==> config.mk <==
export PLATFORM = sky130hd
export DESIGN_NAME = one_wire_bus_master
export DESIGN_NICKNAME = d
export VERILOG_FILES = /design/src/rtl/core/owbm_pkg.sv /design/src/rtl/core/owbm_step.sv /design/src/rtl/core/one_wire_bus_master.sv
export SDC_FILE = /design/constraint.sdc
export NUM_CORES = 1
export LEC_CHECK = 0
export BUFFER_PORTS_ARGS = -buffer_cell sky130_fd_sc_hd__buf_2
export CAP_MARGIN = 20
export CORE_UTILIZATION = 25
export DETAILED_ROUTE_END_ITERATION = 12
export PLACE_DENSITY = 0.39
export REMOVE_ABC_BUFFERS = 1
export SLEW_MARGIN = 20
export SYNTH_ARGS = -nofsm -noshare
export SYNTH_HDL_FRONTEND = slang
export SYNTH_SLANG_ARGS = --single-unit
export TNS_END_PERCENT = 30
==> constraint.sdc <==
create_clock -name i_clk -period 2.67 [get_ports i_clk]
set_input_delay 0 -clock i_clk [delete_from_list [all_inputs] [get_ports i_clk]]
set_output_delay 0 -clock i_clk [all_outputs]
set_load 0.01 [all_outputs]
==> src/rtl/core/owbm_pkg.sv <==
// owbm_pkg: shared types, codes and timing constants of the 1-Wire bus master
// used by owbm_step and one_wire_bus_master; no dependencies
`timescale 1ns / 1ps
`default_nettype none

package owbm_pkg;

    // action codes of an input item
    localparam logic [1:0] ACT_TICK  = 2'd0;
    localparam logic [1:0] ACT_RESET = 2'd1;
    localparam logic [1:0] ACT_WRITE = 2'd2;
    localparam logic [1:0] ACT_READ  = 2'd3;

    // operation codes
    localparam logic [1:0] OP_IDLE  = 2'd0;
    localparam logic [1:0] OP_RESET = 2'd1;
    localparam logic [1:0] OP_WRITE = 2'd2;
    localparam logic [1:0] OP_READ  = 2'd3;

    // slot phase codes
    localparam logic [1:0] PH_LOW  = 2'd0;
    localparam logic [1:0] PH_MID  = 2'd1;
    localparam logic [1:0] PH_TAIL = 2'd2;

    // phase lengths in ticks
    localparam logic [8:0] T_RST_LOW  = 9'd481;
    localparam logic [8:0] T_RST_WAIT = 9'd80;
    localparam logic [8:0] T_RST_TAIL = 9'd400;
    localparam logic [8:0] T_SLOT     = 9'd60;
    localparam logic [8:0] T_W1_LOW   = 9'd1;
    localparam logic [8:0] T_RD_LOW   = 9'd2;
    localparam logic [8:0] T_RD_REL   = 9'd2;

    // sequencer state
    typedef struct packed {
        logic [1:0] operation;
        logic [1:0] slot_phase;
        logic [8:0] phase_timer;
        logic [2:0] bit_index;
        logic [7:0] shift_byte;
        logic       presence_flag;
        logic       drive_state;
        logic [7:0] read_reg;
    } t_owbm_state;

endpackage

`default_nettype wire

==> src/rtl/core/owbm_step.sv <==
// owbm_step: next-state logic of the bus sequencer for one item
// depends on owbm_pkg
`timescale 1ns / 1ps
`default_nettype none

module owbm_step (
    input  owbm_pkg::t_owbm_state i_cur,
    input  logic [1:0]            i_action,
    input  logic [7:0]            i_data_byte,
    input  logic                  i_line_level,
    output owbm_pkg::t_owbm_state o_nxt,
    output logic                  o_done
);
    import owbm_pkg::*;

    logic [8:0] t_dec;
    logic [2:0] bit_inc;
    logic       cur_bit;
    logic       nxt_bit;
    logic       last_bit;

    // bit selects for the current and the following slot
    assign t_dec    = (i_cur.phase_timer != 9'd0) ? i_cur.phase_timer - 9'd1 : 9'd0;
    assign bit_inc  = i_cur.bit_index + 3'd1;
    assign cur_bit  = i_cur.shift_byte[i_cur.bit_index];
    assign nxt_bit  = i_cur.shift_byte[bit_inc];
    assign last_bit = (i_cur.bit_index == 3'd7);

    // sequencer update
    always_comb begin
        o_nxt  = i_cur;
        o_done = 1'b0;
        if (i_action != ACT_TICK) begin
            // command, taken only while idle
            if (i_cur.operation == OP_IDLE) begin
                o_nxt.bit_index   = 3'd0;
                o_nxt.slot_phase  = PH_LOW;
                o_nxt.drive_state = 1'b1;
                unique case (i_action)
                    ACT_RESET: begin
                        o_nxt.operation   = OP_RESET;
                        o_nxt.phase_timer = T_RST_LOW;
                    end
                    ACT_WRITE: begin
                        o_nxt.operation   = OP_WRITE;
                        o_nxt.shift_byte  = i_data_byte;
                        o_nxt.phase_timer = i_data_byte[0] ? T_W1_LOW : T_SLOT;
                    end
                    default: begin
                        o_nxt.operation   = OP_READ;
                        o_nxt.shift_byte  = 8'd0;
                        o_nxt.phase_timer = T_RD_LOW;
                    end
                endcase
            end
        end else if (i_cur.operation != OP_IDLE) begin
            // tick: count down, act at the end of a phase
            o_nxt.phase_timer = t_dec;
            if (t_dec == 9'd0) begin
                unique case (i_cur.operation)
                    OP_RESET: begin
                        case (i_cur.slot_phase)
                            PH_LOW: begin
                                o_nxt.slot_phase  = PH_MID;
                                o_nxt.drive_state = 1'b0;
                                o_nxt.phase_timer = T_RST_WAIT;
                            end
                            PH_MID: begin
                                o_nxt.presence_flag = ~i_line_level;
                                o_nxt.slot_phase    = PH_TAIL;
                                o_nxt.drive_state   = 1'b0;
                                o_nxt.phase_timer   = T_RST_TAIL;
                            end
                            default: begin
                                o_nxt.operation   = OP_IDLE;
                                o_nxt.slot_phase  = PH_LOW;
                                o_nxt.drive_state = 1'b0;
                                o_nxt.phase_timer = 9'd0;
                                o_done            = 1'b1;
                            end
                        endcase
                    end
                    default: begin
                        // write and read slots
                        if (i_cur.operation == OP_WRITE && i_cur.slot_phase == PH_LOW
                                && cur_bit) begin
                            o_nxt.slot_phase  = PH_MID;
                            o_nxt.drive_state = 1'b0;
                            o_nxt.phase_timer = T_SLOT;
                        end else if (i_cur.operation == OP_READ
                                && i_cur.slot_phase == PH_LOW) begin
                            o_nxt.slot_phase  = PH_MID;
                            o_nxt.drive_state = 1'b0;
                            o_nxt.phase_timer = T_RD_REL;
                        end else if (i_cur.operation == OP_READ
                                && i_cur.slot_phase == PH_MID) begin
                            if (i_line_level) begin
                                o_nxt.shift_byte[i_cur.bit_index] = 1'b1;
                            end
                            o_nxt.slot_phase  = PH_TAIL;
                            o_nxt.drive_state = 1'b0;
                            o_nxt.phase_timer = T_SLOT;
                        end else if (last_bit) begin
                            // end of byte
                            if (i_cur.operation == OP_READ) begin
                                o_nxt.read_reg = i_cur.shift_byte;
                            end
                            o_nxt.operation   = OP_IDLE;
                            o_nxt.bit_index   = 3'd0;
                            o_nxt.slot_phase  = PH_LOW;
                            o_nxt.drive_state = 1'b0;
                            o_nxt.phase_timer = 9'd0;
                            o_done            = 1'b1;
                        end else begin
                            // next slot starts at once
                            o_nxt.bit_index   = bit_inc;
                            o_nxt.slot_phase  = PH_LOW;
                            o_nxt.drive_state = 1'b1;
                            if (i_cur.operation == OP_WRITE) begin
                                o_nxt.phase_timer = nxt_bit ? T_W1_LOW : T_SLOT;
                            end else begin
                                o_nxt.phase_timer = T_RD_LOW;
                            end
                        end
                    end
                endcase
            end
        end
    end

endmodule

`default_nettype wire

==> src/rtl/core/one_wire_bus_master.sv <==
// one_wire_bus_master: 1-Wire bus master stepped by one-microsecond tick items
// depends on owbm_pkg and owbm_step
//
//   channel | signals                                    | direction
//   in      | i_in_valid/o_in_ready, action, data, line  | item in
//   out     | o_out_valid/i_out_ready, drive, busy, done,| result out
//           | presence, read_data                        |
//
// One item per cycle while results are taken: the sequencer state and the result register
// update on the edge that takes the item, so each result appears in the next cycle.
// The result register frees itself when taken, so a new item is accepted in
// the same cycle a waiting result leaves; only an untaken result stalls input.
// i_rst_n (synchronous, active low) returns the sequencer to idle.
`timescale 1ns / 1ps
`default_nettype none

module one_wire_bus_master (
    input  logic       i_clk,
    input  logic       i_rst_n,
    input  logic       i_in_valid,
    output logic       o_in_ready,
    input  logic [1:0] i_action,
    input  logic [7:0] i_data_byte,
    input  logic       i_line_level,
    output logic       o_out_valid,
    input  logic       i_out_ready,
    output logic       o_drive_low,
    output logic       o_busy_res,
    output logic       o_done_res,
    output logic       o_presence,
    output logic [7:0] o_read_data
);
    import owbm_pkg::*;

    t_owbm_state r_state;
    t_owbm_state n_state;
    logic        step_done;
    logic        in_take;
    logic        r_out_valid;
    logic        r_drive_low;
    logic        r_busy_res;
    logic        r_done_res;
    logic        r_presence;
    logic [7:0]  r_read_data;

    // handshake
    assign o_in_ready = ~r_out_valid | i_out_ready;
    assign in_take    = i_in_valid & o_in_ready;

    // next-state logic
    owbm_step u_step (
        .i_cur        (r_state),
        .i_action     (i_action),
        .i_data_byte  (i_data_byte),
        .i_line_level (i_line_level),
        .o_nxt        (n_state),
        .o_done       (step_done)
    );

    // sequencer state
    always_ff @(posedge i_clk) begin
        if (!i_rst_n) begin
            r_state <= '0;
        end else if (in_take) begin
            r_state <= n_state;
        end
    end

    // result valid
    always_ff @(posedge i_clk) begin
        if (!i_rst_n) begin
            r_out_valid <= 1'b0;
        end else if (in_take) begin
            r_out_valid <= 1'b1;
        end else if (i_out_ready) begin
            r_out_valid <= 1'b0;
        end
    end

    // result payload
    always_ff @(posedge i_clk) begin
        if (in_take) begin
            r_drive_low <= n_state.drive_state;
            r_busy_res  <= (n_state.operation != OP_IDLE);
            r_done_res  <= step_done;
            r_presence  <= n_state.presence_flag;
            r_read_data <= n_state.read_reg;
        end
    end

    assign o_out_valid = r_out_valid;
    assign o_drive_low = r_drive_low;
    assign o_busy_res  = r_busy_res;
    assign o_done_res  = r_done_res;
    assign o_presence  = r_presence;
    assign o_read_data = r_read_data;

endmodule

`default_nettype wire

# After elaboration in Yosys (flattened, before gate mapping)
# Cells that the tools add are included.
[word_totals]
n_memories = 0
word_cells = 121
inputBits = 15
ff_bits = 47
ram_bits = 0
mem_bits_ro = 0
latchBits = 0
[op_classes]
order_cmp = 3
n_shift = 0
add_sub_neg = 2
n_div = 0
eq_ne = 13
muxes = 59
bitwise_logic = 7
n_mul = 0
reduce_logical = 23
[op_table]
columns = ["operator", "n"]
rows = [
  ["$mux W8", 9],
  ["$mux W34", 2],
  ["$mux W11", 6],
  ["$mux W24", 2],
  ["$pmux W11 S2", 1],
  ["$mux W1", 21],
  ["$mux W9", 2],
  ["$pmux W9 S2", 1],
  ["$pmux W8 S2", 1],
  ["$reduce_bool A2 Y1", 8],
  ["$mux W13", 1],
  ["$mux W12", 1],
  ["$mux W6", 2],
  ["$mux W2", 5],
  ["$reduce_and A10 Y1", 1],
  ["$logic_not A9 Y1", 1],
  ["$reduce_bool A9 Y1", 1],
  ["$sub A9 B1 Y9 const B", 1],
  ["$lt A3 B4 Y1 const B", 2],
  ["$ne A2 B1 Y1 const B", 4],
  ["$or A8 B8 Y8", 1],
  ["$reduce_and A8 Y1", 1],
  ["$bmux W1 S3", 2],
  ["$eq A2 B1 Y1 const B", 3],
  ["17 further kinds", 28],
]

# Longest topological paths before layout
# Gate-level depths: netlist (run 1).
[depth]
ltp_word = 14
mapped_depth = 9
mapped_depth_nobuf = 8

# Cells and area by module
# From an unflattened synthesis (run 1), not the netlist that was laid out.
[hier_totals]
hier_cells = 373
hier_area_um2 = 3223.1
[modules_own_cells]
columns = ["mod", "cells_per_inst", "area_per_inst_um2", "seq_area_each_um2", "n_inst"]
rows = [
  ["one_wire_bus_master", 166, 1810.5, 1061.0, 1],
  ["owbm_step", 207, 1412.6, 0.0, 1],
]

# Worst setup path before layout (run 1)
# No wires, ideal clock.
[synth_timing]
kind = "reg2reg"
startpoint = "register r_state[21] in the netlist's numbering"
endpoint = "register r_read_data[0] (netlist: o_read_data[0]) (data pin)"
required_time_ns = 2.410
slack_ns = 0.009
arrival_time_ns = 2.401
path_stages_with_launch = 9
cell_sequence = "dfxtp_1 inv_1 ha_1 or4b_1 nor3_1 a31oi_1 or4_1 buf_2 mux2_2"
[synth_lines]
columns = ["item", "line_no", "text"]
rows = [
  ["from (decl)", "one_wire_bus_master.sv:35", "t_owbm_state r_state;"],
  ["from (signal assigned)", "one_wire_bus_master.sv:65", "r_state <= n_state;"],
  ["to (signal assigned)", "one_wire_bus_master.sv:87", "r_read_data <= n_state.read_reg;"],
  ["to (decl)", "one_wire_bus_master.sv:44", "logic [7:0] r_read_data;"],
]

==> flow_summary.yaml, run 1 <==
yosys:
  yosysTopAreaCell: "dfxtp_1"
  ys_seq_area_share_pct: 34.8
  yosys-top-cells-area: "dfxtp_1, edfxtp_1, nand2_1"
  synth_ff_type: "dfxtp_1"
  ys_seq_elements: 47
  synth_top_area_share_pct: 23.0
  synth_warnings: 0
  syn_avg_cell_area_um2: 8.85
  async_flop_share_pct: 0
  synth_area_mm2: 0.00305
  syn_inst: 345
  synth.distinct_cells: 61
  synth_edf_count: 12
clock_tree:
  post_cts_buffers: 0
  clk_pin_slew_ns: 0.07
  clock-sinks: 47
  cts_root_buf: "clkbuf_16"
  cts_tree: "built"
  clk_latency_ns: 0.29
  clk_path_buf_depth: 2
  numCtsBuffers: 5
  h-tree-depth: 2
critical_path:
  reg2reg_from: "r_state[24]"
  cp.required_ns: 2.72
  crit_family: "simple AND/OR/NAND/NOR gates"
  worst_path_most_repeated_cell: "or4_4"
  cp-end-kind: "register"
  cp-start-kind: "register"
  slowest_delay_ns: 0.57
  cp_max_fo: 9
  startpoint: "r_state[24]"
  path_cells: "or4_4, a2111oi_4, a211oi_2, or4_4, buf_6, mux2_2"
  arrival_ns: 2.63
  crit_type: "register to register"
  crit_path_top_delay_cell: "or4_4"
  critPathBufInv: 1
timing:
  final_max_slew_viol_count: 0
  tightestPinTransition_ns: 0.722
  clock_skew_ns: 0.00524
  clock.fmax_ghz: 0.387
  hold_violations: 0
  relSlewSlack_pct: 51.4
  post-route-min-period_ns: 2.58
  finalSetupViolCount: 0
  rsz0062_at_grt: "yes"
  finalCritPeriodShare_pct: 96.8
hold_path:
  holdCritStartpoint: "i_in_valid"
  hp-class: "primary input to register"
final_layout:
  final_area_mm2: 0.00370
  synthToLayoutAreaGrowth_pct: 21.2
  layout.cells.non_filler: 543
  layout-drive-gt1-share_pct: 26.5
  nets: 422
  diodes: 0
route:
  dr_wl_met2_um: 4000
  drc: 0
  routed-via-count: 2864
  wl_um: 9030
  firstDrtPassIters: 4
  drtIter0Drc: 205
  topRoutingLayerUsed: "met4"
  wl_met1_um: 4530
  antenna_left: 0
  drt-vias-per-instance: 5.27
  met3_length_um: 384
  route.detailed.wl_per_inst_um: 16.6
power:
  swShare_pct: 33.0
  p_seq_share_pct: 39.1
  internal-power_w: 0.00136
  finalPower_w: 0.00203
  pwr-share-comb_pct: 28.3
  p_sw_w: 0.000669
  clkPwrFrac_pct: 32.6
  powerDensity_mw_per_mm2: 548
  p_leak_nw: 1.48
  vdd_ir_drop_max_v: 0.000230
global_route:
  grt_pass1_wl_um: 14800
  grt_start_max_net_pins: 43
  grt_pass1_vias: 2678
  grt-ovfl-total: 0
  track_usage_pct: 14.9
  antenna_found_initial: 0
floorplanning:
  pin_count: 29
  dieWidth_um: 112
  die_y_um: 112
  fp.coreArea_mm2: 0.0117
  dieArea_mm2: 0.0127
  start_util_pct: 26.2
  num_rows: 39
placement:
  portBuffers: 28
  dpl_cell_area_mm2: 0.00350
  placedCellCount: 534
  globalplace.congestion: 0.798
  dpl.hpwl_um: 6830
outcome:
  status: "finished, final reports clean"
flow_run:
  max-cap-violations: 0
## per-layer routing
metal  vias to the layer above  GRT usage [%]
li1                       1418              -
met1                      1366           21.7
met4                         0           4.53
met5                         -              0
met3                         6           1.89
met2                        74           23.0
## power by group through the flow
stage | logic [W] | registers (W) | clock network (W)
2_1_floorplan | 0.000307 | 0.000820 | 0
3_3_place_gp | 0.000565 | 0.000808 | 0
3_5_place_dp | 0.000559 | 0.000807 | 0
4_1_cts | 0.000569 | 0.000791 | 0.000682
5_1_grt | 0.000633 | 0.000797 | 0.000717
6_report | 0.000573 | 0.000792 | 0.000662
## flip-flops by register name, indices dropped and copies added (netlist names)
name	count
o_done_res	1
o_out_valid	1
o_drive_low	1
o_read_data	8
r_state	34
o_presence	1
o_busy_res	1
## area by class of cell
type | count | area (um2)
inverters | 14 | 52.6
multi-input cells | 264 | 1810
flip-flops and latches | 47 | 1060
fillers | 1236 | 7970
well taps | 143 | 179
repair buffers | 67 | 443
clock buffers | 5 | 125
clock inverters | 3 | 25.0
## logic make-up (layout without fill, tap and decap cells)
family	count (synthesis)	in the layout	share of synthesized area (%)
xor gates and xnor gates	4	4	1.15
AOI/OAI and AO/OA	91	91	21.2
adders and majority gates	8	8	3.28
and+or+nand+nor	138	138	24.2
buffers and inverters	34	89	6.68
DFF	47	47	34.8
muxes	23	23	8.69
## synthesized netlist by cell type, types with 3 or more instances
library cell / n
nand2_1: 43
dfxtp_1: 35
nor2_1: 19
nor3_1: 19
o21ai_0: 19
a21oi_1: 18
a31oi_1: 13
inv_1: 13
mux2i_1: 13
edfxtp_1: 12
nand3_1: 12
nor4_1: 11
clkbuf_1: 10
ha_1: 8
mux2_2: 8
o311a_1: 8
a211oi_1: 6
nand2b_1: 6
buf_6: 5
o31ai_1: 4
nor2b_1: 3
or2_2: 3
or3_1: 3
xnor2_1: 3
## stage by stage
stage / hold slack, ns / TNS, ns / utilization, % / setup WS [ns]
after floorplan: 0.110 / -0.796 / - / -0.0924
after global routing: 0.0397 / -0.0155 / 31.7 / -0.0133
final: 0.00597 / 0 / 31.7 / 0.0868
after detailed placement: 0.258 / -0.0211 / 30.1 / -0.0146
after global placement: 0.268 / 0 / 30.1 / 0.0367
after CTS: 0.00830 / 0 / 31.5 / 0.0263
## final timing paths
path | depth (start not counted) | slack [ns] | endpoint
max | 6 | 0.09 | o_read_data[5]
min | 3 | 0.006 | o_out_valid
max reg2reg | 6 | 0.09 | o_read_data[5]
min reg2reg | 2 | 0.46 | r_state[6]
## worst register-to-register path, cell delays in order (launching register included)
cell and delay, ns:
dfxtp_1 0.35, or4_4 0.57, a2111oi_4 0.38, a211oi_2 0.13, or4_4 0.45, buf_6 0.17, mux2_2 0.28
## repair_timing
| item | in CTS | in global routing |
|---|---|---|
| resized for setup | 2 | 5 |
| endpoints found under the hold margin | 1 | 0 |
| cloned | 0 | 0 |
| endpoints found under the setup margin | 10 | 16 |
| hold buffers | 1 | 0 |
| pin swaps | 0 | 1 |
## placed cells by master, fill, tap and decap left out, types with 3 or more instances in the layout
cell type	Yosys	final
o21ai_0	19	19
nor2b_1	3	3
nand2b_1	6	6
buf_4	0	36
edfxtp_1	12	12
dfxtp_1	35	35
nor4_1	11	10
nand2_1	43	43
mux2i_1	13	13
o311a_1	8	8
ha_1	8	8
nor2_1	19	19
xnor2_1	3	3
or2_2	3	3
nand3_1	12	12
a211oi_1	6	6
a21oi_1	18	18
inv_1	13	13
a31oi_1	13	13
clkbuf_16	0	5
mux2_2	8	8
nor3_1	19	18
buf_2	2	28
o31ai_1	4	4
Power figures use the tool's default switching activity.
==> run 2: changes to the inputs <==
--- a/config.mk
+++ b/config.mk
@@ -7,9 +7,9 @@
 export LEC_CHECK = 0
 export BUFFER_PORTS_ARGS = -buffer_cell sky130_fd_sc_hd__buf_2
 export CAP_MARGIN = 20
-export CORE_UTILIZATION = 25
+export CORE_UTILIZATION = 30
 export DETAILED_ROUTE_END_ITERATION = 12
-export PLACE_DENSITY = 0.39
+export PLACE_DENSITY = 0.45
 export REMOVE_ABC_BUFFERS = 1
 export SLEW_MARGIN = 20
 export SYNTH_ARGS = -nofsm -noshare
==> run 2 against run 1 <==
Total power decreased by 9.8%. Wire length decreased by 1.9%. Cell area decreased by 2.1%. First-iteration DRC count decreased by 38%. Sequential power about the same. Global-route usage increased by 3.1 points. Register-to-register slack got worse by 0.02 ns. Sequential cell count unchanged. Setup slack got worse by 0.015 ns. Utilization increased by 5.2 points. Cell count decreased by 1.8%. Critical path type unchanged. Critical endpoint is now o_done_res. Largest cell class unchanged.
==> flow_summary.yaml, run 2 (synthesized netlist as in run 1, its figures left out) <==
power:
  finalPower_w: 0.00183
  p_seq_share_pct: 43.5
  p_sw_w: 0.000638
  swShare_pct: 34.9
  vdd_ir_drop_max_v: 0.000203
  clkPwrFrac_pct: 26.1
  pwr-share-comb_pct: 30.4
  p_leak_nw: 1.45
  internal-power_w: 0.00119
  powerDensity_mw_per_mm2: 505
final_layout:
  final_area_mm2: 0.00362
  largest_register_ffs: 34
  layout_commonest_cell: "nand2_1"
  layout-drive-gt1-share_pct: 26.3
  final_cell_mix: "nand2_1, buf_4, dfxtp_1"
  layout.cells.non_filler: 533
  diodes: 0
  synthToLayoutAreaGrowth_pct: 18.6
  top_register: "r_state"
  nets: 422
  fill_cells: 1051
floorplanning:
  die_y_um: 103
  dieArea_mm2: 0.0106
  start_util_pct: 31.1
  fp.coreArea_mm2: 0.00982
  dieWidth_um: 103
  pin_count: 29
  num_rows: 36
placement:
  dpl_cell_area_mm2: 0.00349
  portBuffers: 28
  dpl.hpwl_um: 6650
  globalplace.congestion: 0.908
  placedCellCount: 524
timing:
  relSlewSlack_pct: 54.3
  rsz0062_at_grt: "no"
  hold_violations: 0
  tightestPinTransition_ns: 0.679
  finalSetupViolCount: 0
  setup-tns-final_ns: 0
  final_max_slew_viol_count: 0
  finalCritPeriodShare_pct: 97.3
  clock_skew_ns: 0.00670
  post-route-min-period_ns: 2.60
  holdWs_ns: 0.0171
  clock.fmax_ghz: 0.385
critical_path:
  critPathBufInv: 1
  cp.required_ns: 2.76
  arrival_ns: 2.69
  cp-end-kind: "register"
  cp_max_fo: 8
  crit_type: "register to register"
  cp-start-kind: "register"
  path_cells: "or4_4, a2111oi_4, a211oi_2, or3_4, buf_4, nor4_1"
  crit_path_top_delay_cell: "or4_4"
  reg2reg_setup_slack_ns: 0.07
  slowest_delay_ns: 0.58
  crit_family: "simple AND/OR/NAND/NOR gates"
clock_tree:
  clock-sinks: 47
  cts_root_buf: "clkbuf_8"
  numCtsBuffers: 5
  clk_path_buf_depth: 2
  cts_tree: "built"
  clk_latency_ns: 0.31
  h-tree-depth: 2
  clk_pin_slew_ns: 0.10
global_route:
  grt_pass1_vias: 2751
  antenna_found_initial: 0
  grt_start_max_net_pins: 43
  grt_pass1_wl_um: 14600
  track_usage_pct: 18.1
  grt-ovfl-total: 0
hold_path:
  hp-class: "primary input to register"
route:
  routed-via-count: 2843
  wl_um: 8850
  firstDrtPassIters: 5
  drt-vias-per-instance: 5.33
  dr_wl_met2_um: 4030
  route.detailed.wl_per_inst_um: 16.6
  topRoutingLayerUsed: "met4"
  drc: 0
  wl_met1_um: 4450
  antenna_left: 0
  met3_length_um: 293
  drtIter0Drc: 128
outcome:
  status: "finished, final reports clean"
flow_run:
  max-cap-violations: 0
==> run 2: cell counts in the layout (fill, tap and decap cells not counted) <==
Identical to the previous run, type by type.
==> run 2: timing repair <==
| action | 4_1_cts | 5_1_grt |
|---|---|---|
| endpoints found under the setup margin | 3 | 26 |
| endpoints found under the hold margin | 1 | 0 |
| hold buffers | 1 | 0 |
| resized for setup | 1 | 5 |
| pin swaps | 0 | 3 |
| buffers inserted | 0 | 0 |
==> run 2: cell type report <==
class,instances,area (um2),area share [%]
Multi-Input combinational cell,264,1800,49.8
Clock buffer,5,68.8,1.90
Inverter,14,52.6,1.45
Tap cell,133,166,4.60
Clock inverter,3,27.5,0.760
Sequential cell,47,1060,29.3
Timing Repair Buffer,67,439,12.1
==> run 2: power groups by stage <==
stage	clock [W]	sequential [W]	combinational [W]
global placement	0	0.000809	0.000538
global route	0.000527	0.000800	0.000609
finish	0.000477	0.000794	0.000556
CTS	0.000498	0.000793	0.000546
floorplan	0	0.000820	0.000307
detailed placement	0	0.000809	0.000537
==> run 2: worst paths after layout <==
path | from | to | depth (start not counted)
hold reg to reg | r_state[0] | r_state[0] | 2
setup reg to reg | r_state[23] | o_done_res | 6
hold / removal | i_in_valid | o_out_valid | 3
setup / recovery | r_state[23] | o_done_res | 6
==> run 2: worst reg2reg max path: stages, from the launching register on <==
cell and delay (ns):
dfxtp_1 0.34, or4_4 0.58, a2111oi_4 0.38, a211oi_2 0.12, or3_4 0.42, buf_4 0.17, nor4_1 0.38
==> run 2: routing by layer <==
layer  up-vias  GRT usage [%]
li1       1414              -
met1      1349           25.9
met2        72           28.9
met3         8           2.31
met4         0           3.90
met5         -              0
==> run 2: stage by stage <==
| step | utilization (%) | setup slack [ns] |
|---|---|---|
| after floorplan | - | -0.0924 |
| after global placement | 35.6 | -0.00926 |
| after detailed placement | 35.6 | 0.00490 |
| after CTS | 36.7 | 0.0312 |
| after global routing | 36.9 | 0.00325 |
| final | 36.9 | 0.0717 |
==> run 3: changes to the inputs <==
--- a/config.mk
+++ b/config.mk
@@ -10,6 +10,7 @@
 export CORE_UTILIZATION = 30
 export DETAILED_ROUTE_END_ITERATION = 12
 export PLACE_DENSITY = 0.45
+export RECOVER_POWER = 100
 export REMOVE_ABC_BUFFERS = 1
 export SLEW_MARGIN = 20
 export SYNTH_ARGS = -nofsm -noshare
==> run 3 against run 2 <==
Combinational power fell by 3%. Sequential share of layout area increased by 0.30 points. Cell area down 1.0%. Total power decreased by 0.90%. Sequential power about the same. Cell count unchanged. Clock skew about the same. Fmax rose by 0.93%. Global-route usage stayed put. Setup slack improved by 0.024 ns. Die area unchanged.
==> flow_summary.yaml, run 3 (synthesized netlist as in run 1, its figures left out) <==
final_layout:
  nets: 422
  layout-drive-gt1-share_pct: 21.5
  top_register: "r_state"
  final_area_mm2: 0.00358
  final_cell_mix: "nand2_1, dfxtp_1, buf_4"
  diodes: 0
  largest_register_ffs: 34
  layout_commonest_cell: "nand2_1"
  fill_cells: 1065
  layout.cells.non_filler: 533
  synthToLayoutAreaGrowth_pct: 17.4
timing:
  finalSetupViolCount: 0
  rsz0062_at_grt: "no"
  clock_skew_ns: 0.00699
  clock.fmax_ghz: 0.388
  relSlewSlack_pct: 55.1
  hold_violations: 0
  post-route-min-period_ns: 2.57
  setup-tns-final_ns: 0
  finalCritPeriodShare_pct: 96.4
  final_max_slew_viol_count: 0
  tightestPinTransition_ns: 0.667
critical_path:
  path_cells: "or4_4, a2111oi_4, a211oi_2, or3_4, clkbuf_1, nor4_1"
  startpoint: "r_state[23]"
  cp-start-kind: "register"
  cp-end-kind: "register"
  reg2reg_from: "r_state[23]"
  critPathBufInv: 1
  crit_family: "simple AND/OR/NAND/NOR gates"
  reg2reg_setup_slack_ns: 0.1
  crit_path_top_delay_cell: "or4_4"
  slowest_delay_ns: 0.57
  crit_type: "register to register"
  path_depth: 6
  cp.required_ns: 2.76
  r2r_end: "o_done_res"
  cp_max_fo: 8
  crit_path_end: "o_done_res"
  worst-r2r-cell-count: 6
  arrival_ns: 2.66
floorplanning:
  pin_count: 29
  fp.coreArea_mm2: 0.00982
  num_rows: 36
  start_util_pct: 31.1
  die_y_um: 103
  dieWidth_um: 103
  dieArea_mm2: 0.0106
global_route:
  track_usage_pct: 18.1
  grt_start_max_net_pins: 43
  grt_pass1_vias: 2751
  grt_pass1_wl_um: 14600
  antenna_found_initial: 0
  grt-ovfl-total: 0
route:
  route.detailed.wl_per_inst_um: 16.6
  drt-vias-per-instance: 5.31
  drc: 0
  antenna_left: 0
  routed-via-count: 2831
  firstDrtPassIters: 5
  drtIter0Drc: 131
  wl_um: 8820
placement:
  dpl_cell_area_mm2: 0.00349
  globalplace.congestion: 0.908
  placedCellCount: 524
  dpl.hpwl_um: 6650
  portBuffers: 28
hold_path:
  holdCritStartpoint: "i_in_valid"
  hp-class: "primary input to register"
flow_run:
  max-cap-violations: 0
clock_tree:
  clk_latency_ns: 0.31
  clk_pin_slew_ns: 0.10
  numCtsBuffers: 5
  cts_tree: "built"
  clk_path_buf_depth: 2
  cts_root_buf: "clkbuf_8"
  h-tree-depth: 2
  clock-sinks: 47
power:
  powerDensity_mw_per_mm2: 505
  vdd_ir_drop_max_v: 0.000201
  finalPower_w: 0.00181
  p_leak_nw: 1.39
outcome:
  status: "finished, final reports clean"
## run 3: cell count changes in the layout (fill, tap and decap cells not counted)
cell / change
buf_2: -14
buf_4: -5
clkbuf_1: +19
## run 3: cell type report
cell class	instances	area [um2]	area share, %
inverters	14	52.6	1.47
clock inverters	3	27.5	0.768
flip-flops and latches	47	1060	29.6
repair buffers	67	403	11.2
multi-input cells	264	1800	50.3
clock buffers	5	68.8	1.92
well taps	133	166	4.64
## run 3: worst register-to-register path, cell delays in order (launching register included)
cell       delay (ns)
dfxtp_1          0.34
or4_4            0.57
a2111oi_4        0.38
a211oi_2         0.12
or3_4            0.42
clkbuf_1         0.14
nor4_1           0.38
## run 3: where the power goes
group / total (W) / internal, W / switching, W
registers: 0.000795 / 0.000763 / 0.0000315
clock network: 0.000476 / 0.000195 / 0.000281
logic: 0.000540 / 0.000219 / 0.000322
## run 3: layer usage
| metal | part of all wire [%] | GRT usage [%] |
|---|---|---|
| met5 | 0 | 0 |
| met4 | 0.88 | 3.90 |
| met3 | 4.4 | 2.31 |
| met2 | 45 | 28.9 |
| met1 | 49 | 25.9 |
## run 3: how the worst min path moves through the flow
stage	to	slack (ns)	cells after the start
after detailed placement	r_state[9]	0.28	2
after CTS	o_out_valid	0.008	3
final	o_out_valid	0.02	3
after global placement	r_state[9]	0.27	2
after global routing	o_out_valid	0.002	3
after floorplan	r_state[9]	0.11	1
## run 3: what timing repair did
action                     in CTS  in global routing
setup endpoints to repair       3                 26
buffers inserted                0                  0
gates cloned                    0                  0
pin swaps                       0                  3
hold endpoints to repair        1                  0
hold buffers                    1                  0
gates resized for setup         1                  5
## run 3: metrics by stage
stage	util, %	hold slack (ns)	worst slack [ns]
CTS	36.7	0.00827	0.0312
floorplan	-	0.110	-0.0924
detailed placement	35.6	0.279	0.00490
global placement	35.6	0.267	-0.00926
finish	36.5	0.0175	0.0957
global route	36.5	0.00191	0.00352
